<file path="src/sv/mtbr_pkg.sv">
// -----------------------------------------------------------------------------
// mtbr_pkg
// Shared constants and types of the banded rectangle extractor.
// -----------------------------------------------------------------------------
`default_nettype none
package mtbr_pkg;
    localparam int MAX_RUNS  = 32;
    localparam int MAX_WIDTH = 4096;
    localparam int COL_W     = 12;
    localparam int WID_W     = 13;
    localparam int IDX_W     = $clog2(MAX_RUNS);
    localparam int CNT_W     = $clog2(MAX_RUNS + 1);
    localparam logic [WID_W-1:0] HEIGHT_MAX = WID_W'(4096);
    localparam logic [CNT_W-1:0] RUNS_LIM   = CNT_W'(MAX_RUNS);
    localparam logic [COL_W-1:0] COL_LAST   = COL_W'(MAX_WIDTH - 1);

    typedef struct packed {
        logic [COL_W-1:0] x;
        logic [WID_W-1:0] w;
    } t_run;

    typedef struct packed {
        logic             emit;
        logic             emit_last;
        logic             commit_new;
        logic             commit_grow;
        logic             clear;
        logic [IDX_W-1:0] idx;
    } t_cmd;

    typedef struct packed {
        logic [CNT_W-1:0] line_count;
        logic [CNT_W-1:0] band_count;
        logic             band_open;
        logic             entry_diff;
        logic             out_free;
        logic             eol;
        logic             eoi;
    } t_sts;
endpackage
`default_nettype wire

</file>
<file path="src/sv/mtbr_ctrl.sv">
// -----------------------------------------------------------------------------
// mtbr_ctrl
// Sequencer for line compare, band emission and image-end flush.
// -----------------------------------------------------------------------------
`default_nettype none
module mtbr_ctrl (
    input  wire logic          i_clk,
    input  wire logic          i_rst_n,
    input  wire logic          i_in_acc,
    input  wire mtbr_pkg::t_sts i_sts,
    output mtbr_pkg::t_cmd      o_cmd,
    output logic               o_in_ready
);
    import mtbr_pkg::*;

    typedef enum logic [1:0] {ST_PIX, ST_CMP, ST_OLD, ST_FIN} t_state;

    t_state           r_state, n_state;
    logic [CNT_W-1:0] r_k, n_k;
    logic             r_eoi, n_eoi;
    logic             w_last_k;

    assign o_in_ready = (r_state == ST_PIX);
    assign w_last_k   = (r_k == i_sts.band_count - CNT_W'(1));

    always_comb begin
        n_state = r_state;
        n_k     = r_k;
        n_eoi   = r_eoi;
        o_cmd   = '0;
        o_cmd.idx = r_k[IDX_W-1:0];
        case (r_state)
            ST_PIX: begin
                if (i_in_acc && i_sts.eol) begin
                    n_eoi   = i_sts.eoi;
                    n_k     = '0;
                    n_state = ST_CMP;
                end
            end
            ST_CMP: begin
                if (i_sts.band_open && i_sts.band_count == i_sts.line_count &&
                    r_k == i_sts.line_count) begin
                    o_cmd.commit_grow = 1'b1;
                    n_k     = '0;
                    n_state = r_eoi ? ST_FIN : ST_PIX;
                end else if (i_sts.band_open && i_sts.band_count == i_sts.line_count &&
                             !i_sts.entry_diff) begin
                    n_k = r_k + CNT_W'(1);
                end else if (i_sts.band_open && i_sts.band_count != '0) begin
                    n_k     = '0;
                    n_state = ST_OLD;
                end else begin
                    o_cmd.commit_new = 1'b1;
                    n_k     = '0;
                    n_state = r_eoi ? ST_FIN : ST_PIX;
                end
            end
            ST_OLD: begin
                if (i_sts.out_free) begin
                    o_cmd.emit      = 1'b1;
                    o_cmd.emit_last = w_last_k && !(r_eoi && i_sts.line_count != '0);
                    if (w_last_k) begin
                        o_cmd.commit_new = 1'b1;
                        n_k     = '0;
                        n_state = r_eoi ? ST_FIN : ST_PIX;
                    end else begin
                        n_k = r_k + CNT_W'(1);
                    end
                end
            end
            ST_FIN: begin
                if (i_sts.band_count == '0) begin
                    o_cmd.clear = 1'b1;
                    n_state     = ST_PIX;
                end else if (i_sts.out_free) begin
                    o_cmd.emit      = 1'b1;
                    o_cmd.emit_last = w_last_k;
                    if (w_last_k) begin
                        o_cmd.clear = 1'b1;
                        n_state     = ST_PIX;
                    end else begin
                        n_k = r_k + CNT_W'(1);
                    end
                end
            end
            default: n_state = ST_PIX;
        endcase
    end

    always_ff @(posedge i_clk) begin
        if (!i_rst_n) begin
            r_state <= ST_PIX;
            r_k     <= '0;
            r_eoi   <= 1'b0;
        end else begin
            r_state <= n_state;
            r_k     <= n_k;
            r_eoi   <= n_eoi;
        end
    end
endmodule
`default_nettype wire

</file>
<file path="src/sv/mtbr_dp.sv">
// -----------------------------------------------------------------------------
// mtbr_dp
// Run detection, line and band run buffers, band state and output register.
// -----------------------------------------------------------------------------
`default_nettype none
module mtbr_dp (
    input  wire logic          i_clk,
    input  wire logic          i_rst_n,
    input  wire logic [31:0]   i_thresh,
    input  wire logic          i_in_acc,
    input  wire logic [31:0]   i_pixel,
    input  wire logic          i_eol,
    input  wire logic          i_eoi,
    input  wire mtbr_pkg::t_cmd i_cmd,
    output mtbr_pkg::t_sts      o_sts,
    input  wire logic          i_out_ready,
    output logic               o_out_valid,
    output logic [55:0]        o_out_data,
    output logic               o_out_last,
    output logic               o_out_drop
);
    import mtbr_pkg::*;

    t_run             r_buf_a [MAX_RUNS];
    t_run             r_buf_b [MAX_RUNS];
    logic             r_sel;
    logic [COL_W-1:0] r_column, r_row, r_run_start, r_band_top;
    logic             r_in_run, r_band_open, r_dropped;
    logic [CNT_W-1:0] r_line_count, r_band_count;
    logic [WID_W-1:0] r_height;
    logic             r_o_valid, r_o_last, r_o_drop;
    logic [55:0]      r_o_data;

    logic             w_opaque, w_eol, w_add;
    t_run             w_new, w_line_rd, w_band_rd;

    assign w_opaque  = (i_pixel >= i_thresh);
    assign w_eol     = i_eol || i_eoi || (r_column == COL_LAST);
    assign w_line_rd = r_sel ? r_buf_b[i_cmd.idx] : r_buf_a[i_cmd.idx];
    assign w_band_rd = r_sel ? r_buf_a[i_cmd.idx] : r_buf_b[i_cmd.idx];

    always_comb begin
        w_add   = 1'b0;
        w_new.x = r_run_start;
        w_new.w = {1'b0, r_column} - {1'b0, r_run_start};
        if (w_opaque && !r_in_run) begin
            w_add   = w_eol;
            w_new.x = r_column;
            w_new.w = WID_W'(1);
        end else if (!w_opaque && r_in_run) begin
            w_add = 1'b1;
        end else if (w_opaque && r_in_run) begin
            w_add   = w_eol;
            w_new.w = {1'b0, r_column} - {1'b0, r_run_start} + WID_W'(1);
        end
    end

    assign o_sts.line_count = r_line_count;
    assign o_sts.band_count = r_band_count;
    assign o_sts.band_open  = r_band_open;
    assign o_sts.entry_diff = (w_line_rd != w_band_rd);
    assign o_sts.out_free   = !r_o_valid || i_out_ready;
    assign o_sts.eol        = w_eol;
    assign o_sts.eoi        = i_eoi;

    always_ff @(posedge i_clk) begin
        if (i_in_acc && w_add && r_line_count < RUNS_LIM) begin
            if (r_sel) begin
                r_buf_b[r_line_count[IDX_W-1:0]] <= w_new;
            end else begin
                r_buf_a[r_line_count[IDX_W-1:0]] <= w_new;
            end
        end
        if (i_cmd.emit) begin
            r_o_data <= {6'd0, r_height, w_band_rd.w, r_band_top, w_band_rd.x};
            r_o_last <= i_cmd.emit_last;
            r_o_drop <= r_dropped;
        end
    end

    always_ff @(posedge i_clk) begin
        if (!i_rst_n) begin
            r_sel        <= 1'b0;
            r_column     <= '0;
            r_row        <= '0;
            r_run_start  <= '0;
            r_in_run     <= 1'b0;
            r_line_count <= '0;
            r_band_count <= '0;
            r_band_top   <= '0;
            r_height     <= '0;
            r_band_open  <= 1'b0;
            r_dropped    <= 1'b0;
            r_o_valid    <= 1'b0;
        end else begin
            if (i_cmd.emit) begin
                r_o_valid <= 1'b1;
            end else if (i_out_ready) begin
                r_o_valid <= 1'b0;
            end
            if (i_in_acc) begin
                if (w_opaque && !r_in_run) begin
                    r_run_start <= r_column;
                end
                r_in_run <= w_opaque && !w_eol;
                r_column <= w_eol ? '0 : r_column + COL_W'(1);
                if (w_add) begin
                    if (r_line_count < RUNS_LIM) begin
                        r_line_count <= r_line_count + CNT_W'(1);
                    end else begin
                        r_dropped <= 1'b1;
                    end
                end
            end
            if (i_cmd.commit_grow) begin
                if (r_height < HEIGHT_MAX) begin
                    r_height <= r_height + WID_W'(1);
                end
                r_row        <= r_row + COL_W'(1);
                r_line_count <= '0;
            end
            if (i_cmd.commit_new) begin
                r_sel        <= ~r_sel;
                r_band_count <= r_line_count;
                r_band_top   <= r_row;
                r_height     <= WID_W'(1);
                r_band_open  <= 1'b1;
                r_row        <= r_row + COL_W'(1);
                r_line_count <= '0;
            end
            if (i_cmd.clear) begin
                r_column     <= '0;
                r_row        <= '0;
                r_run_start  <= '0;
                r_in_run     <= 1'b0;
                r_line_count <= '0;
                r_band_count <= '0;
                r_band_top   <= '0;
                r_height     <= '0;
                r_band_open  <= 1'b0;
                r_dropped    <= 1'b0;
            end
        end
    end

    assign o_out_valid = r_o_valid;
    assign o_out_data  = r_o_data;
    assign o_out_last  = r_o_last;
    assign o_out_drop  = r_o_drop;
endmodule
`default_nettype wire

</file>
<file path="src/sv/mask_to_banded_rectangles.sv">
// -----------------------------------------------------------------------------
// mask_to_banded_rectangles
// Thresholds a pixel stream and merges identical lines of runs into bands.
// -----------------------------------------------------------------------------
// Channel   Direction  Words
// s_axis    in         one pixel per word
// m_axis    out        one rectangle per word
// APB       in         threshold register at address 0
//
// s_axis stays ready after a pixel that does not end a line.
// At a line end the line's runs are compared one per cycle,
// then a changed band is emitted one rectangle per cycle while m_axis is ready.
// Reset is synchronous; no clearing pass is needed.
// The output register lets the last rectangle wait while new pixels enter.
// -----------------------------------------------------------------------------
`default_nettype none
module mask_to_banded_rectangles (
    input  wire logic        i_clk,
    input  wire logic        i_rst_n,
    input  wire logic        s_axis_tvalid,
    output logic             s_axis_tready,
    input  wire logic [31:0] s_axis_tdata,   // pixel
    input  wire logic        s_axis_tlast,
    input  wire logic        s_axis_tuser,   // end_of_image
    output logic             m_axis_tvalid,
    input  wire logic        m_axis_tready,
    output logic [55:0]      m_axis_tdata,   // rect_x, rect_y, rect_width, rect_height
    output logic             m_axis_tlast,
    output logic             m_axis_tuser,   // runs_dropped
    input  wire logic        psel,
    input  wire logic        penable,
    input  wire logic        pwrite,
    input  wire logic [2:0]  paddr,
    input  wire logic [31:0] pwdata,
    output logic [31:0]      prdata,
    output logic             pready
);
    import mtbr_pkg::*;

    logic [31:0] r_thresh;
    logic        w_in_acc;
    t_cmd        w_cmd;
    t_sts        w_sts;

    assign pready   = 1'b1;
    assign prdata   = paddr[2] ? 32'd0 : r_thresh;
    assign w_in_acc = s_axis_tvalid && s_axis_tready;

    always_ff @(posedge i_clk) begin
        if (!i_rst_n) begin
            r_thresh <= 32'h8000_0000;
        end else if (psel && penable && pwrite && !paddr[2]) begin
            r_thresh <= pwdata;
        end
    end

    mtbr_ctrl u_ctrl (
        .i_clk      (i_clk),
        .i_rst_n    (i_rst_n),
        .i_in_acc   (w_in_acc),
        .i_sts      (w_sts),
        .o_cmd      (w_cmd),
        .o_in_ready (s_axis_tready)
    );

    mtbr_dp u_dp (
        .i_clk       (i_clk),
        .i_rst_n     (i_rst_n),
        .i_thresh    (r_thresh),
        .i_in_acc    (w_in_acc),
        .i_pixel     (s_axis_tdata),
        .i_eol       (s_axis_tlast),
        .i_eoi       (s_axis_tuser),
        .i_cmd       (w_cmd),
        .o_sts       (w_sts),
        .i_out_ready (m_axis_tready),
        .o_out_valid (m_axis_tvalid),
        .o_out_data  (m_axis_tdata),
        .o_out_last  (m_axis_tlast),
        .o_out_drop  (m_axis_tuser)
    );
endmodule
`default_nettype wire

</file>
<file path="config.mk">
export PLATFORM = sky130hd
export DESIGN_NAME = mask_to_banded_rectangles
export DESIGN_NICKNAME = d
export VERILOG_FILES = /design/src/sv/mtbr_pkg.sv /design/src/sv/mtbr_ctrl.sv /design/src/sv/mtbr_dp.sv /design/src/sv/mask_to_banded_rectangles.sv
export SDC_FILE = /design/constraint.sdc
export NUM_CORES = 2
export LEC_CHECK = 0
export BUFFER_PORTS_ARGS = -buffer_cell sky130_fd_sc_hd__clkbuf_2
export CORE_MARGIN = 4
export CORE_UTILIZATION = 62
export DETAILED_ROUTE_END_ITERATION = 10
export GPL_TIMING_DRIVEN = 0
export PLACE_DENSITY = 0.75
export REMOVE_ABC_BUFFERS = 1
export SYNTH_ARGS = -nofsm -noshare
export SYNTH_HDL_FRONTEND = slang
export SYNTH_SLANG_ARGS = --single-unit
</file>
<file path="constraint.sdc">
create_clock -name i_clk -period 7.45 [get_ports i_clk]
set_input_delay 0.3725 -clock i_clk [delete_from_list [all_inputs] [get_ports i_clk]]
set_output_delay 0.3725 -clock i_clk [all_outputs]
set_load 0.1 [all_outputs]
</file>
==> impl_metrics.csv <==
group,metric,value,unit
outcome,status,"completed",
global_route,grt_pass1_wl,276,mm
clocking,clk_pin_slew,60,ps
critical_path,slowest_stage,"nor4_1",
drt,drc,0,
yosys,synth_ff_type,"edfxtp_1",
yosys,synth_seq_area_share,72.2,%
power,ir_drop,233,uV
yosys,synth_seq_cells,1776,
placement,port_buffers,159,
yosys,synth_warnings,0,
sta,grt_setup_unrepaired,"no",
drt,drt-total-wl,189,mm
drt,vias,39992,
clocking,clock_latency,790,ps
global_route,use_met3,8.41,%
worst_hold_path,hold_class,"input pin to register",
die,die_h,349,um
sta,period_share,97.4,%
drt,drt_pass1_iterations,6,
global_route,antenna_found_initial,8,
die,die_x,349,um
clocking,cts-buffers-inserted,171,
yosys,synth_edf_count,1652,
sta,skew,29.7,ps
critical_path,reg2reg_depth,15,
drt,drt-initial-drc-count,6040,
critical_path,reg2reg_slack,190,ps
sta,fmax,138,MHz
placement,gp_congestion,0.833,
critical_path,r2r-end,"u_dp.r_line_count[5]",
drt,viasPerCell,6.82,
yosys,async_reset_ff_share,0,%
yosys,synth.avg_cell_area,18.4,um2
clocking,clock_path_buffers,3,
finish,drive_above_1_share,24.3,%
sta,period_minus_slack,7260,ps
critical_path,crit_path_max_incr_delay,900,ps
die,initial_utilization,62.7,%
global_route,grtUsageMet1,43.4,%
global_route,grt_usage,31.5,%
clocking,cts_tree,"yes",
run,max_cap_violations,0,
power,power.density,239,nW/um2
die,core,115000,um2
drt,wl_per_cell,32.3,um
sta,max-slew-margin-rel,17.6,%
critical_path,crit_family,"simple AND/OR/NAND/NOR gates",
yosys,syn_inst,3917,
global_route,grt_remaining_overflow,0,
critical_path,crit_type,"register to register",
critical_path,endpoint,"u_dp.r_line_count[5]",
die,ios,169,
yosys,syn_area,72100,um2
global_route,grt_busiest_layer,"met2",
die,rows,124,
clocking,cts-root-buf,"clkbuf_16",
global_route,grt_pass1_vias,40057,
drt,antenna_left,0,
critical_path,crit_top_cell,"buf_16",
finish,fill_cells,6427,
critical_path,crit_path_end_kind,"register",
sta,tns,0,ps
critical_path,cp.depth,15,
power,leakage,25.0,nW
placement,dpl.hpwl,118,mm
critical_path,arrival,7950,ps
placement,place_inst,5518,
critical_path,critPathRequiredTime,8140,ps
sta,tightest_slew,1240,ps
sta,slew_viol_final,0,
yosys,ys_types,74,
critical_path,crit_path_start_kind,"register",
finish,nets,4351,
global_route,grt_start_max_net_pins,66,
critical_path,cp_num_buf_inv,5,
critical_path,crit_chain,"buf_16 -> buf_16 -> buf_16 -> buf_16 -> buf_16 -> mux4_2 -> a22oi_1 -> nand4_1 -> xor2_1 -> nor4_1 -> nand3_1 -> nor2_2 -> o21ai_4 -> or2_2 -> nor3_1",
global_route,use_met2,48.9,%
clocking,h-tree-depth,4,
clocking,cts.sinks,1776,
die,die_area,122000,um2
finish,fin_cells,5866,
critical_path,critPathMaxFanout,54,
sta,setup_viol,0,
sta,final_hold_viol_count,0,
finish,syn_to_final_growth,15.2,%
## cells by family (layout without fill, tap and decap cells)
kind of cell / Yosys count / after routing / synth area share, %
AOI/OAI and AO/OA: 383 / 383 / 3.57
xor gates and xnor gates: 182 / 182 / 2.21
adders and majority gates: 60 / 60 / 1.05
buffers and inverters: 268 / 699 / 1.91
DFF: 1776 / 1776 / 72.2
muxes: 600 / 600 / 14.8
other: 2 / 8 / 0.0104
and+or+nand+nor: 646 / 646 / 4.20
## flip-flops by register name, indices dropped and copies added (netlist names), 2 cells and up, named ones only
signal,cells
r_thresh,32
u_dp.r_buf_a,800
u_dp.r_height,13
u_dp.r_row,12
u_ctrl.r_state,2
u_dp.r_column,12
u_dp.r_run_start,12
u_dp.r_buf_b,800
u_dp.r_band_top,12
u_dp.r_line_count,6
u_ctrl.r_k,6
u_dp.o_out_data,50
u_dp.r_band_count,6
## how the worst min path moves through the flow
| stage | startpoint | to | slack, ps | cells past startpoint |
|---|---|---|---|---|
| global placement | u_dp.r_dropped | u_dp.o_out_drop | 420 | 0 |
| CTS | s_axis_tlast | u_dp.r_in_run | 100 | 5 |
| finish | s_axis_tlast | u_dp.r_in_run | 150 | 5 |
| detailed placement | u_dp.r_band_top[3] | u_dp.o_out_data[15] | 420 | 0 |
| global route | s_axis_tlast | u_dp.r_in_run | 150 | 5 |
| floorplan | u_dp.r_band_top[0] | u_dp.o_out_data[12] | 410 | 0 |
## synth_stat cells, drive strengths merged, types with 31 or more instances
cell | count | area share, %
a21oi | 98 | 0.68
a22oi | 121 | 1.3
buf | 124 | 1.2
clkbuf | 77 | 0.40
dfxtp | 124 | 3.4
edfxtp | 1652 | 69
ha | 59 | 1.0
inv | 65 | 0.34
mux2 | 31 | 0.48
mux2i | 199 | 2.8
mux4 | 370 | 12
nand2 | 188 | 0.98
nand3 | 70 | 0.49
nand4 | 44 | 0.38
nor2 | 220 | 1.3
o21ai | 38 | 0.27
xnor2 | 77 | 0.94
xor2 | 105 | 1.3
## stage by stage
| step | hold slack (ps) | setup WS (ps) | power (W) | area [um2] | util (%) |
|---|---|---|---|---|---|
| final | 153 | 193 | 0.0199 | 83000 | 72.2 |
| after global routing | 148 | 34.1 | 0.0204 | 83000 | 72.2 |
| after CTS | 102 | 300 | 0.0199 | 83000 | 72.2 |
| after detailed placement | 420 | -393 | 0.0117 | 77300 | 67.2 |
| after global placement | 417 | -28090 | 0.0116 | 73700 | 64.1 |
| after floorplan | 408 | -14830 | 0.0115 | 71000 | - |
## layer usage
| metal | up-vias | part of all wire [%] | routed length, um |
|---|---|---|---|
| met1 | 20392 | 36 | 68300 |
| met4 | 4 | 4.5 | 8530 |
| met5 | - | 0.014 | 26 |
| met2 | 2798 | 47 | 89100 |
| li1 | 16304 | - | - |
| met3 | 494 | 12 | 23300 |
## power by group
| part | internal [W] | switching (W) | leakage (nW) |
|---|---|---|---|
| registers | 0.0109 | 0.0000179 | 15.3 |
| logic | 0.000170 | 0.000416 | 7.13 |
| clock network | 0.00467 | 0.00370 | 2.63 |
## what timing repair did
| action | 4_1_cts | 5_1_grt |
|---|---|---|
| hold buffers | 36 | 0 |
| setup endpoints to repair | 18 | 0 |
| hold endpoints to repair | 37 | 0 |
| resized for setup | 3 | 0 |
| setup buffers | 0 | 0 |
## cell type report
cell class | count | area, um2 | share of cell area [%]
Antenna cell | 1 | 2.50 | 0.00301
Sequential cell | 1776 | 52100 | 62.8
Timing Repair Buffer | 321 | 3950 | 4.76
Multi-Input combinational cell | 1878 | 19500 | 23.4
Clock inverter | 94 | 757 | 0.912
Clock buffer | 217 | 4610 | 5.55
Inverter | 67 | 251 | 0.303
Tap cell | 1512 | 1890 | 2.28
## worst register-to-register path: cells and delay by family (launching register included)
kind	cells	cell delay, ps
AND/OR/NAND/NOR	6	3130
buffers and inverters	5	1820
flip-flops	1	820
multiplexers	1	590
AO/OA/AOI/OAI	2	580
XOR/XNOR	1	230
## layout by cell type (no fill, tap or decap), types with 9 or more instances in the layout
master	n
and2_1	9
nand2_1	185
nor2_4	78
a21oi_1	94
xor2_1	105
xnor2_1	77
a21o_1	18
inv_1	62
ha_1	59
and3_1	10
a31oi_1	12
nand3_1	70
o21ai_4	13
clkbuf_16	177
nor3_1	25
clkinv_1	43
a22oi_1	121
clkbuf_2	159
o21ai_0	22
nor2b_1	11
edfxtp_1	1652
clkbuf_1	37
nand4_1	44
dlygate4sd3_1	36
nor2_1	136
clkinv_2	31
nor4_1	11
mux2i_1	199
buf_12	76
mux4_2	370
mux2_2	30
buf_16	42
o22ai_1	24
dfxtp_1	118
nand2b_1	12
nor3b_1	9
Note: power is estimated with default switching activity, not from simulation.
